### config.mk
export PLATFORM = sky130hd
export DESIGN_NAME = sioc_ctrl
export DESIGN_NICKNAME = d
export VERILOG_FILES = /design/src/rtl/sioc_pkg.sv /design/src/rtl/sioc_ctrl.sv
export SDC_FILE = /design/constraint.sdc
export NUM_CORES = 1
export LEC_CHECK = 0
export ABC_CLOCK_PERIOD_IN_PS = 7600
export CAP_MARGIN = 15
export CORE_MARGIN = 1
export CORE_UTILIZATION = 30
export CTS_CLUSTER_DIAMETER = 120
export DETAILED_ROUTE_END_ITERATION = 10
export DONT_BUFFER_PORTS = 1
export GPL_TIMING_DRIVEN = 0
export HOLD_SLACK_MARGIN = 0.1
export PLACE_DENSITY_LB_ADDON = 0.25
export SETUP_SLACK_MARGIN = 0.3
export SYNTH_ARGS = -nofsm -noshare
export SYNTH_HDL_FRONTEND = slang
export SYNTH_SLANG_ARGS = --single-unit
### constraint.sdc
create_clock -name clk -period 7.6 [get_ports clk]
set_input_delay 0.76 -clock clk [delete_from_list [all_inputs] [get_ports clk]]
set_output_delay 0.76 -clock clk [all_outputs]
set_load 0.05 [all_outputs]
### src/rtl/sioc_pkg.sv
// ----------------------------------------------------------------------------
// Sorted interval overlap count package
// Shared constants, codes and types for the overlap count block.
// ----------------------------------------------------------------------------
`default_nettype none

package sioc_pkg;

	// Default sizes of the peak table and of the fields.
	localparam int DEF_MAX_PEAKS  = 4096;
	localparam int DEF_COORD_BITS = 32;
	localparam int DEF_CHROM_BITS = 10;

	// Fixed field widths.
	localparam int SLOT_W  = 12;
	localparam int POS_W   = 13;
	localparam int SCORE_W = 32;
	localparam int CNT_W   = 13;
	localparam int OP_W    = 2;
	localparam int STAT_W  = 3;

	// Result beat layout: position, then score, padded to whole bytes.
	localparam int OUT_BITS = POS_W + SCORE_W;
	localparam int OUT_W    = ((OUT_BITS + 7) / 8) * 8;

	// Configuration port.
	localparam int APB_AW = 3;
	localparam int APB_DW = 32;
	localparam logic REG_PEAK_COUNT = 1'b0;

	// Operation codes carried in the input tuser.
	typedef enum logic [OP_W-1:0] {
		OP_LOAD    = 2'd0,
		OP_READ    = 2'd1,
		OP_QUERY   = 2'd2,
		OP_RESTART = 2'd3
	} op_t;

	// Result status codes carried in the output tuser.
	typedef enum logic [STAT_W-1:0] {
		STAT_LOADED  = 3'd0,
		STAT_COUNTED = 3'd1,
		STAT_MISSED  = 3'd2,
		STAT_DONE    = 3'd3,
		STAT_SCORE   = 3'd4
	} status_t;

	// One result item.
	typedef struct packed {
		status_t              status;
		logic [POS_W-1:0]     pos;
		logic [SCORE_W-1:0]   score;
	} result_t;

	// Sequencer states.
	typedef enum logic [1:0] {
		S_CLEAR,
		S_IDLE,
		S_WALK,
		S_QUERY
	} ctrl_state_t;

endpackage

`default_nettype wire

### src/rtl/sioc_ctrl.sv
// ----------------------------------------------------------------------------
// Sorted interval overlap count sequencer
// Runs the cursor walk, loads, queries and score clearing over the two tables.
// ----------------------------------------------------------------------------
`default_nettype none

module sioc_ctrl
	import sioc_pkg::*;
#(
	parameter int MAX_PEAKS  = DEF_MAX_PEAKS,
	parameter int COORD_BITS = DEF_COORD_BITS,
	parameter int CHROM_BITS = DEF_CHROM_BITS,
	parameter int AW         = 12,
	parameter int PW         = CHROM_BITS + 2 * COORD_BITS
) (
	input  wire logic                  clk,
	input  wire logic                  arst_n,
	// Accepted input beat.
	input  wire logic                  start,
	input  wire op_t                   op,
	input  wire logic [CHROM_BITS-1:0] chrom,
	input  wire logic [COORD_BITS-1:0] istart,
	input  wire logic [COORD_BITS-1:0] iend,
	input  wire logic [SLOT_W-1:0]     slot,
	input  wire logic [CNT_W-1:0]      peak_count,
	output logic                       idle,
	// Result toward the output register.
	output logic                       res_valid,
	output result_t                    res,
	// Peak table ports.
	output logic                       pk_we,
	output logic [AW-1:0]              pk_waddr,
	output logic [PW-1:0]              pk_wdata,
	output logic [AW-1:0]              pk_raddr,
	input  wire logic [PW-1:0]         pk_rdata,
	// Score table ports.
	output logic                       sc_we,
	output logic [AW-1:0]              sc_waddr,
	output logic [SCORE_W-1:0]         sc_wdata,
	output logic [AW-1:0]              sc_raddr,
	input  wire logic [SCORE_W-1:0]    sc_rdata
);

	// Cursor runs from 0 to MAX_PEAKS inclusive; limits compare in LW bits.
	localparam int CW = $clog2(MAX_PEAKS + 1);
	localparam int LW = (CW > CNT_W) ? CW : CNT_W;
	localparam int SW = 17;

	ctrl_state_t state_q, state_d;

	logic [CW-1:0]         cursor_q;
	logic [AW-1:0]         clr_cnt_q;
	logic                  clr_reply_q;
	logic [LW-1:0]         lim_q;
	logic [CHROM_BITS-1:0] chrom_q;
	logic [COORD_BITS-1:0] rstart_q;
	logic [COORD_BITS-1:0] rend_q;
	logic [SLOT_W-1:0]     slot_q;

	logic [LW-1:0]         lim_d;
	logic                  slot_ok;
	logic                  sweep_done;
	logic                  clr_last;
	logic [CW-1:0]         cur_nx;
	logic                  nx_end;
	logic [CHROM_BITS-1:0] pk_chrom;
	logic [COORD_BITS-1:0] pk_start;
	logic [COORD_BITS-1:0] pk_end;
	logic                  same_chrom;
	logic                  overlap;
	logic                  advance;
	logic [SCORE_W-1:0]    score_inc;

	// Effective table size and start-of-read checks.
	assign lim_d      = (LW'(peak_count) > LW'(MAX_PEAKS)) ? LW'(MAX_PEAKS) : LW'(peak_count);
	assign slot_ok    = SW'(slot) < SW'(MAX_PEAKS);
	assign sweep_done = LW'(cursor_q) >= lim_d;
	assign clr_last   = clr_cnt_q == AW'(MAX_PEAKS - 1);

	// Compare unit on the peak under the cursor.
	assign pk_chrom   = pk_rdata[CHROM_BITS-1:0];
	assign pk_start   = pk_rdata[CHROM_BITS +: COORD_BITS];
	assign pk_end     = pk_rdata[CHROM_BITS+COORD_BITS +: COORD_BITS];
	assign same_chrom = pk_chrom == chrom_q;
	assign overlap    = same_chrom && (rstart_q <= pk_end) && (pk_start <= rend_q);
	assign advance    = (pk_chrom < chrom_q) || (same_chrom && !overlap && (rstart_q > pk_end));
	assign cur_nx     = cursor_q + CW'(1);
	assign nx_end     = LW'(cur_nx) >= lim_q;
	assign score_inc  = (sc_rdata == '1) ? sc_rdata : sc_rdata + SCORE_W'(1);

	assign idle = state_q == S_IDLE;

	// Next state.
	always_comb begin
		state_d = state_q;
		unique case (state_q)
			S_CLEAR: begin
				if (clr_last) begin
					state_d = S_IDLE;
				end
			end
			S_IDLE: begin
				if (start) begin
					unique case (op)
						OP_READ:    state_d = sweep_done ? S_IDLE : S_WALK;
						OP_QUERY:   state_d = slot_ok ? S_QUERY : S_IDLE;
						OP_RESTART: state_d = S_CLEAR;
						default:    state_d = S_IDLE;
					endcase
				end
			end
			S_WALK: begin
				if (overlap || !advance || nx_end) begin
					state_d = S_IDLE;
				end
			end
			S_QUERY: begin
				state_d = S_IDLE;
			end
			default: begin
				state_d = S_IDLE;
			end
		endcase
	end

	// Outputs: memory controls and the result.
	always_comb begin
		res_valid  = 1'b0;
		res.status = STAT_LOADED;
		res.pos    = '0;
		res.score  = '0;
		pk_we      = 1'b0;
		pk_waddr   = AW'(slot);
		pk_wdata   = {iend, istart, chrom};
		pk_raddr   = cursor_q[AW-1:0];
		sc_we      = 1'b0;
		sc_waddr   = cursor_q[AW-1:0];
		sc_wdata   = score_inc;
		sc_raddr   = cursor_q[AW-1:0];
		unique case (state_q)
			S_CLEAR: begin
				sc_we     = 1'b1;
				sc_waddr  = clr_cnt_q;
				sc_wdata  = '0;
				res_valid = clr_last && clr_reply_q;
			end
			S_IDLE: begin
				if (start) begin
					unique case (op)
						OP_LOAD: begin
							pk_we     = slot_ok;
							res_valid = 1'b1;
							res.pos   = POS_W'(slot);
						end
						OP_READ: begin
							res_valid  = sweep_done;
							res.status = STAT_DONE;
							res.pos    = POS_W'(cursor_q);
						end
						OP_QUERY: begin
							sc_raddr   = AW'(slot);
							res_valid  = !slot_ok;
							res.status = STAT_SCORE;
							res.pos    = POS_W'(slot);
						end
						default: begin
						end
					endcase
				end
			end
			S_WALK: begin
				pk_raddr = cur_nx[AW-1:0];
				sc_raddr = cur_nx[AW-1:0];
				if (overlap) begin
					sc_we      = 1'b1;
					res_valid  = 1'b1;
					res.status = STAT_COUNTED;
					res.pos    = POS_W'(cursor_q);
				end else if (advance) begin
					res_valid  = nx_end;
					res.status = STAT_MISSED;
					res.pos    = POS_W'(cur_nx);
				end else begin
					res_valid  = 1'b1;
					res.status = STAT_MISSED;
					res.pos    = POS_W'(cursor_q);
				end
			end
			S_QUERY: begin
				res_valid  = 1'b1;
				res.status = STAT_SCORE;
				res.pos    = POS_W'(slot_q);
				res.score  = sc_rdata;
			end
			default: begin
			end
		endcase
	end

	// Control state: reset starts a clearing pass over the score table.
	always_ff @(posedge clk or negedge arst_n) begin
		if (!arst_n) begin
			state_q     <= S_CLEAR;
			cursor_q    <= '0;
			clr_cnt_q   <= '0;
			clr_reply_q <= 1'b0;
		end else begin
			state_q <= state_d;
			if (state_q == S_CLEAR) begin
				clr_cnt_q <= clr_cnt_q + AW'(1);
				if (clr_last) begin
					clr_reply_q <= 1'b0;
				end
			end
			if (state_q == S_IDLE && start && op == OP_RESTART) begin
				cursor_q    <= '0;
				clr_cnt_q   <= '0;
				clr_reply_q <= 1'b1;
			end
			if (state_q == S_WALK && !overlap && advance) begin
				cursor_q <= cur_nx;
			end
		end
	end

	// Operands of the current item.
	always_ff @(posedge clk) begin
		if (state_q == S_IDLE && start) begin
			lim_q    <= lim_d;
			chrom_q  <= chrom;
			rstart_q <= istart;
			rend_q   <= iend;
			slot_q   <= slot;
		end
	end

endmodule

`default_nettype wire

==> reports/qor.csv, run 1 <==
metric;value;unit
status;finished clean;
Filler cells;3375;
largest net degree at the start of global routing;68;
drt pass-1 iters;6;
initial antenna violation count;1;
global-route wire length before repair;45.3;mm
final hold vios;0;
Avg WL per Cell;20.1;um
Reg clk slew, reported paths;70;ps
number of distinct library cells after synthesis;66;
#FFs+latches synth;127;
synth cell count leaders;114 x inv_1, 109 x ha_1, 105 x nand2_1, 99 x edfxtp_1, 88 x buf_4;
CTS buffer count;17;
Syn Area/Cell;9.19;um^2
design area;0.0112;mm^2
footprint of the multi-input gates;0.00506;mm^2
P_leak;4.89;nW
Area growth, synth to finish;13.1;%
vias in the first global route;7584;
yosys warns;0;
Final HPWL DP;25.3;mm
top_reg_cell synth;edfxtp_1;
Worst EP required;6840;ps
fmax;172;MHz
Setup TNS;0;ps
critical-path cell list;ha_1 > and3_1 > and3_1 > clkbuf_1 > and3_1 > buf_2 > nand3_1 > and2_1 > or2_1 > ha_1 > a211oi_1 > a21oi_1 > a21boi_0 > a311oi_1 > nand2_1 > a21o_1;
Tot Pwr;3.61;mW
max_cap viols;0;
CP max FO;8;
ranking of synthesized cells by area;edfxtp_1 30%, ha_1 14%, dfrtp_1 7.0%, buf_4 6.6%, inv_1 4.3%;
CTS Buffer Depth;2;
Core Area;0.0325;mm^2
Initial Util;0.306;
mapped cell area;0.00994;mm^2
PortBufs;0;
clk root buf;clkbuf_16;
Total Routed Length;31.4;mm
DR vias;7963;
CP max-delay cell;a311oi_1;
row cnt;66;
DRC errors left;0;
Yosys top cell by area;edfxtp_1;
Slew HR;0.165;
Setup Viol. Count Final;0;
min-delay worst type;input pin to asynchronous set/reset pin;
Tcrit/Tclk final;0.763;
die area;0.0339;mm^2
Yosys top cell area share;0.299;
DR WL met3;2.30;mm
die width;184;um
crit-path most repeated cell;and3_1;
WHS;140;ps
final net count;1426;
I/O pins;416;
Met2 Wirelength;14.8;mm
power per cell area;321;mW/mm^2
DR iter-0 viols;572;
clock sinks;127;
M1 wire length;13.5;mm
Register Area;0.00367;mm^2
RSZ-0062 raised after global routing;false;
Post-DP Area;0.0106;mm^2
CTS tree;done;
CTS H-Tree Depth;4;
asr flop ratio synth;0.220;
Worst-Margin Slew;1250;ps
worst setup path class;flop to output port;
worst skew pair latency;450;ps
Seq/Total Area, Yosys;0.370;
Vert. Die Dim;184;um
post-DR vias/cell;5.09;
most common cell in the netlist;inv_1;
GRT Total Usage;0.182;
CP Capture Type;output port;
Tmin final;5800;ps
share of layout cells above drive strength 1;0.135;
Post-Syn Nets;1401;
Clock Skew;9.62;ps
CP Data Arrival Time;5040;ps
gpl congestion;0.888;
Post-synth EDFFs;99;
Cells after Synth;1082;
Max Used Layer;met4;
Post-CTS Repair Setup Buffers;0;
Slew Limit Fails;0;
CP max stage delay;610;ps
VDD IR max;0.171;mV
GR Overflow Total;0;
Util after Layout;0.345;
Worst Setup Start Kind;flop;
Detail Route Antenna Nets;0;
stage by stage:
stage / instances / setup slack (ps)
CTS: 1562 / 1850
detailed placement: 1529 / 2080
finish: 1563 / 1800
global placement: 1524 / 1300
global route: 1562 / 1470
floorplan: 1082 / 2450
critical path: cells and delay by family, from the launching register on:
kind | cells | cell delay, ps
compound gates | 5 | 1570
fa+ha+maj | 2 | 650
buf+inv | 2 | 460
flops | 1 | 490
simple gates | 7 | 1420
metal layers:
metal	track usage	vias up
met1	0.228	3792
met3	0.0521	42
met4	0.0607	0
met2	0.298	332
li1	-	3797
met5	0	-
placed cells by master, fill, tap and decap left out, types with 6 or more instances in the layout:
cell type,n
inv_1,113
ha_1,109
nand2_1,105
edfxtp_1,99
buf_4,91
nor2_1,69
a21oi_1,52
and2_1,41
clkbuf_1,35
o21ai_0,31
nand4_1,30
nand3_1,28
a22o_1,28
xor2_1,28
dfrtp_1,28
xnor2_1,21
clkbuf_16,17
and3_1,16
a21o_1,10
nand2b_1,9
nor3_1,9
nor2b_1,8
mux2_2,8
or3_1,8
a31oi_1,7
o211ai_1,6
o21ai_1,6
inv_6,6
cell type report:
cell class,instances,share of cell area
antenna,1,0.000223
buffer,127,0.0720
clock buffer,17,0.0378
clock inverter,15,0.0185
inverter,114,0.0383
multi-input combinational,714,0.450
sequential,127,0.327
tap,442,0.0492
timing repair buffer,6,0.00724
kinds of logic after synthesis:
kind of cell	synth area share
xor gates and xnor gates	0.0432
buffers and inverters	0.124
muxes	0.0146
adders and majority gates	0.137
and+or+nand+nor	0.171
DFF	0.370
AOI/OAI and AO/OA	0.140
what timing repair did:
item / 4_1_cts / 5_1_grt
endpoints found under the hold margin: 28 / 0
hold buffers: 1 / 0
setup endpoints to repair: 0 / 0
gates resized for setup: 0 / 0
path summary, 6_finish.rpt:
kind	from	end	slack, ps	cells past startpoint
max	cursor_q[0]$_DFFE_PN0P_	res_valid	1800	16
max in group asynchronous	arst_n	cursor_q[4]$_DFFE_PN0P_	7290	1
min in group clk	istart[16]	rstart_q[16]$_DFFE_PP_	410	0
min	arst_n	clr_cnt_q[8]$_DFFE_PN0P_	140	1
max reg2reg	cursor_q[0]$_DFFE_PN0P_	state_q[0]$_DFFE_PN0P_	2760	16
min reg2reg	clr_reply_q$_DFFE_PN0P_	clr_reply_q$_DFFE_PN0P_	490	1
flip-flops by register name, summed over array words and instances (netlist names):
register / count
rstart_q: 32
state_q: 2
clr_reply_q: 1
slot_q: 12
clr_cnt_q: 12
chrom_q: 10
cursor_q: 13
rend_q: 32
lim_q: 13
power breakdown:
group | total (mW) | leakage, nW | switching (mW) | internal, mW
clock network | 0.906 | 0.299 | 0.352 | 0.554
logic | 1.71 | 3.29 | 1.34 | 0.370
registers | 0.997 | 1.30 | 0.0721 | 0.925
No activity file was read; power rests on OpenSTA's default activity.
==> run 2: changes to the inputs <==
ABC_CLOCK_PERIOD_IN_PS = 5140   (was 7600)
clock period = 5.14 ns   (was 7.6 ns; I/O delays follow)
==> run 2 against run 1 <==
Compared with the run above: sequential cell count did not move; hold slack improved by 16 ps; critical path type unchanged; utilization rose by 0.33 points; critical path depth did not move; via count rose by 0.70%; clock-buffer cell count did not move; combinational power rose by 49%; critical endpoint unchanged.
==> reports/qor.csv, run 2 (same netlist as run 1, synthesis figures left out) <==
metric;value;unit
status;finished clean;
Worst Setup Slack, final;332;ps
sequential power share;0.275;
post-DR vias/cell;5.12;
CTS H-Tree Depth;4;
PortBufs;0;
row cnt;66;
Setup TNS;0;ps
CP Capture Type;output port;
gpl congestion;0.888;
I/O pins;416;
GRT Total Usage;0.182;
RSZ-0062 raised after global routing;true;
P_int;2.75;mW
initial antenna violation count;1;
WHS;156;ps
Post-DP Area;0.0106;mm^2
GR Overflow Total;0;
Worst EP required;4630;ps
largest net degree at the start of global routing;68;
max_cap viols;0;
Core Area;0.0325;mm^2
clk root buf;clkbuf_16;
DR WL met3;2.29;mm
Met2 Wirelength;14.9;mm
Area growth, synth to finish;14.1;%
CTS tree;done;
Sw Pwr;2.62;mW
Sw Ratio;0.488;
min-delay worst type;input pin to flop;
Worst Setup Start Kind;flop;
P_leak;4.95;nW
Final HPWL DP;25.3;mm
Worst Hold End;rstart_q[16]$_DFFE_PP_;
global-route wire length before repair;45.5;mm
final std cells w/o fill;1565;
die width;184;um
power per cell area;473;mW/mm^2
Total Routed Length;31.5;mm
DRC errors left;0;
cell count after placement;1529;
power share of the clock group;0.250;
CP Data Arrival Time;4290;ps
clock sinks;127;
M1 wire length;13.6;mm
Placement Setup Slack;111;ps
Vert. Die Dim;184;um
die area;0.0339;mm^2
CTS Buffer Depth;2;
Filler cells;3362;
Tmin final;4810;ps
commonest non-fill, non-tap cell in the layout;inv_1;
Reg clk slew, reported paths;70;ps
R2R Setup Slk;920;ps
largest registers;rend_q x32, rstart_q x32;
crit-path most repeated cell;and3_1;
reg2reg end;state_q[0]$_DFFE_PN0P_;
fmax;208;MHz
CP max FO;10;
Worst R2R Start;cursor_q[2]$_DFFE_PN0P_;
worst setup path class;flop to output port;
Worst-Margin Slew;1130;ps
Worst Hold Depth;0;
Avg WL per Cell;20.1;um
commonest non-fill, non-tap cells in the layout;113 x inv_1, 108 x ha_1, 105 x nand2_1;
DR iter-0 viols;498;
Max Used Layer;met4;
final hold vios;0;
VDD IR max;0.255;mV
Tcrit/Tclk final;0.935;
design area;0.0113;mm^2
drt pass-1 iters;5;
Setup Viol. Count Final;0;
Combinational Power Share;0.475;
Slew Limit Fails;0;
worst reg-to-reg path cell count;16;
DR vias;8019;
CTS buffer count;17;
critical-path cell list;buf_4 > and3_1 > and3_1 > clkbuf_1 > and3_1 > and3_1 > nand3_1 > xnor2_2 > ha_1 > a211oi_2 > a21oi_1 > a21boi_0 > a311oi_2 > buf_4 > nand2_1 > a21o_2;
vias in the first global route;7635;
CP max-delay cell;dfrtp_1;
Initial Util;0.306;
Clock Skew;11.3;ps
Slew HR;0.244;
CP max stage delay;380;ps
HP Start;istart[16];
share of layout cells above drive strength 1;0.149;
worst skew pair latency;450;ps
Detail Route Antenna Nets;0;
final net count;1428;
[run 2: changes by cell type in the layout (fill, tap and decap cells not counted), moves of 2 or more]
cell and delta:
a21oi_1 -2, o22ai_2 +2, o22ai_1 -2, dfrtp_1 -2
a21oi_2 +2, dfrtp_2 +2
[run 2: power groups by stage]
stage	Sequential (mW)	Combinational (mW)	Clock, mW
after floorplan	1.48	2.01	0
after global placement	1.52	2.45	0
after detailed placement	1.49	2.52	0
after CTS	1.47	2.55	1.37
after global routing	1.50	2.72	1.41
final	1.48	2.55	1.34
[run 2: metrics by stage]
stage,util,power (mW)
6_report,0.349,5.37
5_1_grt,0.349,5.63
4_1_cts,0.347,5.40
3_5_place_dp,0.325,4.01
3_3_place_gp,0.323,3.97
2_1_floorplan,-,3.49
[run 2: worst max-delay path by stage]
stage,from,endpoint,slack [ps],cells past startpoint
global placement,pk_rdata[40],res[34],-660,8
global route,cursor_q[2]$_DFFE_PN0P_,res_valid,90,16
CTS,cursor_q[0]$_DFFE_PN0P_,res_valid,200,17
floorplan,pk_rdata[25],res[34],490,8
detailed placement,pk_rdata[40],res[42],110,10
finish,cursor_q[2]$_DFFE_PN0P_,res_valid,330,16
[run 2: repair_timing]
item	CTS	global route
endpoints found under the setup margin	12	13
pin swaps	1	1
hold endpoints to repair	28	0
hold buffers	2	0
setup buffers	1	0
gates resized for setup	10	8
[run 2: worst max-delay path, delay by kind of cell, from the launching register on]
family	cells	cell delay, ps
compound gates	5	1070
xor+xnor	1	230
fa+ha+maj	1	250
buf+inv	3	670
flops	1	380
simple gates	6	1220
[run 2: cell type report]
cell class                 count  area (um^2)  share of cell area
antenna                        1         2.50            0.000221
buffer                       127          811              0.0715
clock buffer                  17          425              0.0375
clock inverter                15          208              0.0183
inverter                     114          430              0.0379
multi-input combinational    714         5140               0.453
sequential                   127         3680               0.324
tap                          442          553              0.0487
timing repair buffer           8         98.8             0.00871
[run 2: per-layer routing]
metal | vias up | global-route usage
met4 | 0 | 0.0617
met3 | 45 | 0.0521
met5 | - | 0
li1 | 3803 | -
met1 | 3840 | 0.228
met2 | 331 | 0.298
